## src/design/tnds_pkg.sv

```systemverilog
package tnds_pkg;

  // song memory geometry
  localparam int SONG_DEPTH = 256;
  localparam int ADDR_W     = $clog2(SONG_DEPTH);

  // note numbering
  localparam int NOTE_COUNT = 72;
  localparam logic [7:0] NOTE_LIMIT = 8'(NOTE_COUNT);

  // configuration register indexes
  localparam logic [2:0] CFG_PLAYING     = 3'd0;
  localparam logic [2:0] CFG_SONG_LENGTH = 3'd1;
  localparam logic [2:0] CFG_BASS        = 3'd2;
  localparam logic [2:0] CFG_SNARE       = 3'd3;
  localparam logic [2:0] CFG_HIT         = 3'd4;

  // drum codes
  localparam logic [1:0] DRUM_NONE  = 2'd0;
  localparam logic [1:0] DRUM_BASS  = 2'd1;
  localparam logic [1:0] DRUM_SNARE = 2'd2;
  localparam logic [1:0] DRUM_HIT   = 2'd3;

  // input kinds
  localparam logic OP_LOAD = 1'b0;
  localparam logic OP_TICK = 1'b1;

  // note to channel frequency
  localparam logic [10:0] FREQ_TABLE [NOTE_COUNT] = '{
    11'd44,   11'd156,  11'd262,  11'd363,  11'd457,  11'd547,
    11'd631,  11'd710,  11'd786,  11'd854,  11'd923,  11'd986,
    11'd1046, 11'd1102, 11'd1155, 11'd1205, 11'd1253, 11'd1297,
    11'd1339, 11'd1379, 11'd1417, 11'd1452, 11'd1486, 11'd1517,
    11'd1546, 11'd1575, 11'd1602, 11'd1627, 11'd1650, 11'd1673,
    11'd1694, 11'd1714, 11'd1732, 11'd1750, 11'd1767, 11'd1783,
    11'd1798, 11'd1812, 11'd1825, 11'd1837, 11'd1849, 11'd1860,
    11'd1871, 11'd1881, 11'd1890, 11'd1899, 11'd1907, 11'd1915,
    11'd1923, 11'd1930, 11'd1936, 11'd1943, 11'd1949, 11'd1954,
    11'd1959, 11'd1964, 11'd1969, 11'd1974, 11'd1978, 11'd1982,
    11'd1985, 11'd1988, 11'd1992, 11'd1995, 11'd1998, 11'd2001,
    11'd2004, 11'd2006, 11'd2009, 11'd2011, 11'd2013, 11'd2015
  };

  typedef struct packed {
    logic        trig;
    logic [10:0] freq;
  } chan_t;

  // song memory access, one write and one read port
  typedef struct packed {
    logic              we;
    logic [ADDR_W-1:0] waddr;
    logic [7:0]        wdata;
    logic              re;
    logic [ADDR_W-1:0] raddr;
  } ram_req_t;

  // out-of-table notes (silence included) give no trigger and zero frequency
  function automatic chan_t note_lookup(input logic [7:0] note);
    chan_t c;
    c.trig = 1'b0;
    c.freq = '0;
    if (note < NOTE_LIMIT) begin
      c.trig = 1'b1;
      c.freq = FREQ_TABLE[note[6:0]];
    end
    return c;
  endfunction

endpackage

```

## src/design/tracker_note_drum_sequencer.sv

```systemverilog
// Channel   Handshake              Payload
// s_        s_tvalid / s_tready    tdata: load_address, load_data; tuser: opcode
// m_        m_tvalid / m_tready    tdata: drum_kind, pulse/wave trigger + freq
// cfg_      cfg_we (no wait)       cfg_index, cfg_data
//
// Loads and non-wave ticks are taken one per cycle while the output is not stalled;
// a tick's result passes the song memory read register (p1) and the output register.
// A tick whose first byte carries the wave flag holds the input while the single
// song memory read port fetches the second byte; its result passes p1, p2 and the
// output register. rst clears configuration, position and pipe valids; payload
// registers and song memory are not cleared. A stalled output holds pipe and input.
module tracker_note_drum_sequencer
  import tnds_pkg::*;
(
  input  logic        clk,
  input  logic        rst,
  // input stream
  input  logic        s_tvalid,
  output logic        s_tready,
  input  logic [15:0] s_tdata,   // [7:0] load_address, [15:8] load_data
  input  logic        s_tuser,   // [0] opcode
  // result stream
  output logic        m_tvalid,
  input  logic        m_tready,
  output logic [31:0] m_tdata,   // [1:0] drum_kind, [2] pulse_trigger,
                                 // [13:3] pulse_frequency, [14] wave_trigger,
                                 // [25:15] wave_frequency, [31:26] zero
  // configuration
  input  logic        cfg_we,
  input  logic [2:0]  cfg_index,
  input  logic [15:0] cfg_data
);

  // configuration registers
  logic        playing;
  logic [8:0]  song_length;
  logic [15:0] bass_pattern;
  logic [15:0] snare_pattern;
  logic [15:0] hit_mask;

  // playback position
  logic [8:0] read_index;
  logic [3:0] step_counter;

  // pipe: first byte arriving, second byte arriving
  logic        p1_valid;
  logic [1:0]  p1_drum;
  logic        p2_valid;
  logic [1:0]  p2_drum;
  chan_t       p2_wave;

  // output register
  logic [1:0]  out_drum;
  chan_t       out_pulse;
  chan_t       out_wave;

  ram_req_t    ram_req;
  logic [7:0]  rdata;

  logic        s_fire;
  logic        tick_go;
  logic        load_go;
  logic        out_free;
  logic        p1_wave;
  logic        p1_to_p2;
  logic        p1_to_out;
  logic        wrap;
  logic [8:0]  idx;
  logic [3:0]  step;
  logic [1:0]  drum;
  chan_t       lk_first;
  chan_t       lk_second;

  tnds_song_ram u_ram (
    .clk   (clk),
    .req   (ram_req),
    .rdata (rdata)
  );

  // handshake and pipe flow
  assign out_free  = !m_tvalid || m_tready;
  assign p1_wave   = rdata[7];
  assign p1_to_p2  = p1_valid && p1_wave && (!p2_valid || out_free);
  assign p1_to_out = p1_valid && !p1_wave && !p2_valid && out_free;
  assign s_tready  = !(p2_valid && !out_free) && !(p1_valid && (p1_wave || !out_free));
  assign s_fire    = s_tvalid && s_tready;
  assign tick_go   = s_fire && (s_tuser == OP_TICK) && playing;
  assign load_go   = s_fire && (s_tuser == OP_LOAD);

  // end-of-song wrap and drum pick
  always_comb begin
    wrap = (read_index >= song_length);
    idx  = wrap ? 9'd0 : read_index;
    step = wrap ? 4'd0 : step_counter;
    if (bass_pattern[step]) begin
      drum = DRUM_BASS;
    end else if (snare_pattern[step]) begin
      drum = DRUM_SNARE;
    end else if (hit_mask[step]) begin
      drum = DRUM_HIT;
    end else begin
      drum = DRUM_NONE;
    end
  end

  // memory requests: loads write, ticks and wave bytes read
  always_comb begin
    ram_req.we    = load_go;
    ram_req.waddr = ADDR_W'(s_tdata[7:0]);
    ram_req.wdata = s_tdata[15:8];
    ram_req.re    = tick_go || p1_to_p2;
    ram_req.raddr = p1_to_p2 ? ADDR_W'(read_index) : ADDR_W'(idx);
  end

  // table lookups on the byte just read
  assign lk_first  = note_lookup({1'b0, rdata[6:0]});
  assign lk_second = note_lookup(rdata);

  // configuration and position
  always_ff @(posedge clk) begin
    if (rst) begin
      playing       <= 1'b0;
      song_length   <= '0;
      bass_pattern  <= '0;
      snare_pattern <= '0;
      hit_mask      <= '0;
      read_index    <= '0;
      step_counter  <= '0;
    end else if (cfg_we) begin
      case (cfg_index)
        CFG_PLAYING: begin
          playing      <= cfg_data[0];
          read_index   <= '0;
          step_counter <= '0;
        end
        CFG_SONG_LENGTH: song_length   <= cfg_data[8:0];
        CFG_BASS:        bass_pattern  <= cfg_data;
        CFG_SNARE:       snare_pattern <= cfg_data;
        CFG_HIT:         hit_mask      <= cfg_data;
        default: ;
      endcase
    end else if (p1_to_p2) begin
      read_index <= read_index + 9'd1;
    end else if (tick_go) begin
      read_index   <= idx + 9'd1;
      step_counter <= step + 4'd1;
    end
  end

  // pipe valids
  always_ff @(posedge clk) begin
    if (rst) begin
      p1_valid <= 1'b0;
      p2_valid <= 1'b0;
      m_tvalid <= 1'b0;
    end else begin
      if (tick_go) begin
        p1_valid <= 1'b1;
      end else if (p1_to_p2 || p1_to_out) begin
        p1_valid <= 1'b0;
      end
      if (p1_to_p2) begin
        p2_valid <= 1'b1;
      end else if (out_free) begin
        p2_valid <= 1'b0;
      end
      if (out_free) begin
        m_tvalid <= p2_valid || p1_to_out;
      end
    end
  end

  // pipe payload
  always_ff @(posedge clk) begin
    if (tick_go) begin
      p1_drum <= drum;
    end
    if (p1_to_p2) begin
      p2_drum <= p1_drum;
      p2_wave <= lk_first;
    end
    if (out_free) begin
      if (p2_valid) begin
        out_drum  <= p2_drum;
        out_pulse <= lk_second;
        out_wave  <= p2_wave;
      end else begin
        out_drum  <= p1_drum;
        out_pulse <= lk_second;
        out_wave  <= '0;
      end
    end
  end

  assign m_tdata = {6'd0, out_wave.freq, out_wave.trig,
                    out_pulse.freq, out_pulse.trig, out_drum};

endmodule

```

## src/design/tnds_song_ram.sv

```systemverilog
module tnds_song_ram
  import tnds_pkg::*;
(
  input  logic     clk,
  input  ram_req_t req,
  output logic [7:0] rdata
);

  logic [7:0] mem [SONG_DEPTH];

  // write port
  always_ff @(posedge clk) begin
    if (req.we) begin
      mem[req.waddr] <= req.wdata;
    end
  end

  // registered read, holds when not enabled
  always_ff @(posedge clk) begin
    if (req.re) begin
      rdata <= mem[req.raddr];
    end
  end

endmodule
```

## config.mk

```make
export PLATFORM = sky130hd
export DESIGN_NAME = tracker_note_drum_sequencer
export DESIGN_NICKNAME = d
export VERILOG_FILES = /design/src/design/tnds_pkg.sv /design/src/design/tracker_note_drum_sequencer.sv /design/src/design/tnds_song_ram.sv
export SDC_FILE = /design/constraint.sdc
export NUM_CORES = 2
export LEC_CHECK = 0
export ABC_AREA = 1
export BUFFER_PORTS_ARGS = -buffer_cell sky130_fd_sc_hd__clkbuf_2
export CORE_MARGIN = 4
export CORE_UTILIZATION = 45
export CTS_CLUSTER_DIAMETER = 80
export DETAILED_ROUTE_END_ITERATION = 8
export MAX_ROUTING_LAYER = met4
export PLACE_DENSITY = 0.59
export SETUP_SLACK_MARGIN = 0.3
export SYNTH_ARGS = -nofsm -noshare
export SYNTH_HDL_FRONTEND = slang
export SYNTH_SLANG_ARGS = --single-unit
```

## constraint.sdc

```tcl
create_clock -name clk -period 3.8 [get_ports clk]
set_input_delay 0.57 -clock clk [delete_from_list [all_inputs] [get_ports clk]]
set_output_delay 0.57 -clock clk [all_outputs]
set_load 0.02 [all_outputs]
```

==> flow_metrics.tcl <==
set metrics [dict create \
    path_class "reg -> reg" \
    die-width_um 466 \
    row_count 167 \
    synth-xor-area-share_pct 0.00927 \
    grtUsageTotal_pct 26.6 \
    leakage_nw 41.8 \
    tightest_slew_ns 1.12 \
    grt.overflow.total 0 \
    critical_path.max_fanout 33 \
    yosys.area.top_type "edfxtp_1" \
    yosys.cell_types.count 44 \
    dp_cells 11300 \
    avgSynthCellArea_um2 11.0 \
    core-area_um2 208000 \
    synth.top_cell.area_share_pct 66.7 \
    startpoint_type "flop" \
    stdcell_area_um2 110000 \
    cp_top_family "simple AND/OR/NAND/NOR gates" \
    die_area_um2 217000 \
    max_cap_violations 0 \
    htree_num_levels 4 \
    synth_compound_area_share_pct 4.02 \
    switching_power_mw 10.8 \
    clockBufferDepth 3 \
    path_cells "inv_1 > nor2_1 > nand2_1 > nand2_2 > nand2_8 > buf_4 > inv_2 > nor2_4 > buf_12 > inv_4 > buf_12 > buf_16 > buf_16 > nand3_1 > nand3_1 > nand3_2 > nand2_4 > nand3_1 > nand2_1" \
    clock_sinks 2172 \
    synth_top_family_by_area "simple AND/OR/NAND/NOR gates" \
    hold_viol_final 0 \
    yosys.cell_count.top_type "edfxtp_1" \
    comb_power_share_pct 3.5 \
    vias 66900 \
    num-nets-final 8889 \
    drtIter0Drc 8491 \
    portBuffers 68 \
    async_flop_share_pct 0 \
    p_clk_share_pct 43.5 \
    p_int_mw 38.7 \
    synth_flop_cell "edfxtp_1" \
    io_pins 75 \
    grt_pass1_wl_um 421000 \
    slew-limit-headroom_pct 25.1 \
    status "finished clean" \
    power_density_nw_per_um2 452 \
    fillers 17900 \
    muxShareOfSynthArea_pct 0 \
    start_util_pct 45.4 \
    drtAntennaViolNets 0 \
    synth_area_leaders "edfxtp_1 (67%), nand3_1 (8.1%), nand2_1 (5.1%)" \
    setup_tns_ns 0 \
    seqPwrFrac_pct 53.1 \
    ys_seq_elements 2172 \
    worstPathBufferInverterCount 8 \
    max_freq_ghz 0.283 \
    synth-seq-area-share_pct 68.3 \
    synth_adder_area_share_pct 0.238 \
    finalSetupViolCount 0 \
    grt_antenna_before_repair 14 \
    ys_top_cells_by_count "edfxtp_1 (2,098), nand3_1 (1,536), nand2_1 (1,280)" \
    peakVddDrop_mv 0.514 \
    die_h_um 466 \
    grt_max_degree 218 \
    power_switching_share_pct 21.8 \
    critPathRequiredTime_ns 4.54 \
    routedWlPerCell_um 24.8 \
    crit_arrival_ns 4.28 \
    routed_wl_um 292000 \
    synth_simple_gate_area_share_pct 20.9 \
    final_cells 11800 \
    rsz0062_at_grt "yes" \
    grt_pass1_vias 63500 \
    clk_pin_slew_ns 0.06 \
    numCtsBuffers 220 \
    drv_slew 0 \
    dp_hpwl_um 166000 \
    drive_gt1_share_pct 12.5 \
    yosysWarningCount 0 \
    synth_area_um2 94400 \
    clock_skew_ns 0.0270 \
    drc_errors 0 \
    root_buffer "clkbuf_16" \
    synthCells 8592 \
    worstHoldPathType "in -> reg" \
    max_stage_delay_ns 0.40 \
    post-route-min-period_ns 3.54 \
    area_growth_pct 16.0 \
    cts_tree "yes" \
    synth-edff-count 2098 \
    viasPerCell 5.66 \
    finalCritPeriodShare_pct 93.1 \
    critPathSlowestCell "dfxtp_1" \
    clk_latency_ns 0.87 \
    drt_first_pass_iters 8 \
    gp_congestion 0.910 \
    place_area_um2 99900 \
    crit_path_end_kind "flop" \
    crit_top_cell "nand3_1" \
]
[sequential cells by signal, indices dropped and copies added (netlist names)]
signal and count:
u_ram.mem 2048, m_tdata 24, bass_pattern 16, hit_mask 16
snare_pattern 16, p2_wave 12, read_index 9, song_length 9
u_ram.rdata 8, step_counter 4, out_drum 2, p1_drum 2
p2_drum 2, m_tvalid 1, p1_valid 1, p2_valid 1
playing 1
[layout make-up]
type | count | area, um^2 | area share [%]
antenna | 7 | 17.5 | 0.0160
clock buffer | 267 | 5700 | 5.20
clock inverter | 146 | 1380 | 1.26
inverter | 900 | 3420 | 3.12
multi-input combinational | 4953 | 24400 | 22.3
sequential | 2172 | 64500 | 58.8
tap | 2788 | 3490 | 3.18
timing repair buffer | 582 | 6620 | 6.04
timing repair inverter | 1 | 8.76 | 0.00799
[metrics by stage]
step                worst slack [ns]  power (mW)  hold slack [ns]  util (%)
global route                   0.188        50.9           0.0732      52.7
floorplan                      0.435        27.3            0.420         -
finish                         0.262        49.5           0.0997      52.7
global placement              -0.205        28.3            0.427      48.1
detailed placement            -0.185        28.3            0.435      48.1
CTS                            0.286        49.7           0.0218      52.1
[logic make-up after synthesis]
logic type | after synthesis
xor gates and xnor gates | 1
AOI/OAI and AO/OA | 652
other | 1
and+or+nand+nor | 4274
adders and majority gates | 18
DFF | 2172
buffers and inverters | 1474
[metal layers]
layer	share of wire, %	vias to the layer above	GRT usage [%]
li1	-	30100	-
met3	9.0	489	4.20
met1	41	33000	36.3
met2	46	3298	40.7
met5	0	-	-
met4	3.3	0	9.32
[path summary, 6_finish.rpt]
| check | from | end | slack [ns] | cells after the start |
|---|---|---|---|---|
| worst min-delay path | m_tready | p2_valid | 0.1 | 4 |
| worst max-delay path | m_tvalid | u_ram.rdata[5] | 0.26 | 19 |
| worst min register to register | snare_pattern[0] | snare_pattern[0] | 0.45 | 2 |
| worst max register to register | m_tvalid | u_ram.rdata[5] | 0.26 | 19 |
[power groups by stage]
stage | clock network, mW | logic, mW | registers [mW]
detailed placement | 0 | 1.50 | 26.8
global placement | 0 | 1.49 | 26.8
CTS | 21.8 | 1.59 | 26.3
finish | 21.5 | 1.72 | 26.3
global route | 22.9 | 1.80 | 26.3
floorplan | 0 | 0.557 | 26.8
[repair_timing]
action	in CTS	in global routing
setup buffers	10	43
hold buffers	16	0
resized for setup	88	103
hold endpoints to repair	30	0
gates cloned	21	17
setup endpoints to repair	8	662
pin swaps	10	10
[cell usage in the layout, fill, tap and decap left out, types with 9 or more instances in the layout]
cell,count
o2111ai_1,64
clkbuf_1,45
ha_1,17
clkinv_1,63
o21ai_0,329
inv_1,886
buf_6,14
o21ai_1,28
o211ai_1,84
bufbuf_16,15
nor3_1,11
a21oi_1,102
nor2_1,915
nand2_2,23
nand3_1,1485
dfxtp_1,71
nor2_2,17
buf_16,37
buf_8,10
bufinv_16,20
a21oi_2,13
clkbuf_16,235
nand3b_1,386
clkinv_2,42
or2_2,109
nand2_4,10
nand3_4,10
nand2_1,1254
nand3_2,41
clkbuf_2,60
buf_12,68
edfxtp_1,2098
dlygate4sd3_1,16
inv_16,9
buf_4,346
[worst register-to-register path: cells and delay by family, from the launching register on]
kind                   cells  cell delay (ns)
flip-flops                 1             0.40
AND/OR/NAND/NOR           11             1.79
buffers and inverters      8             1.23
Note: power is estimated with default switching activity, not from simulation.
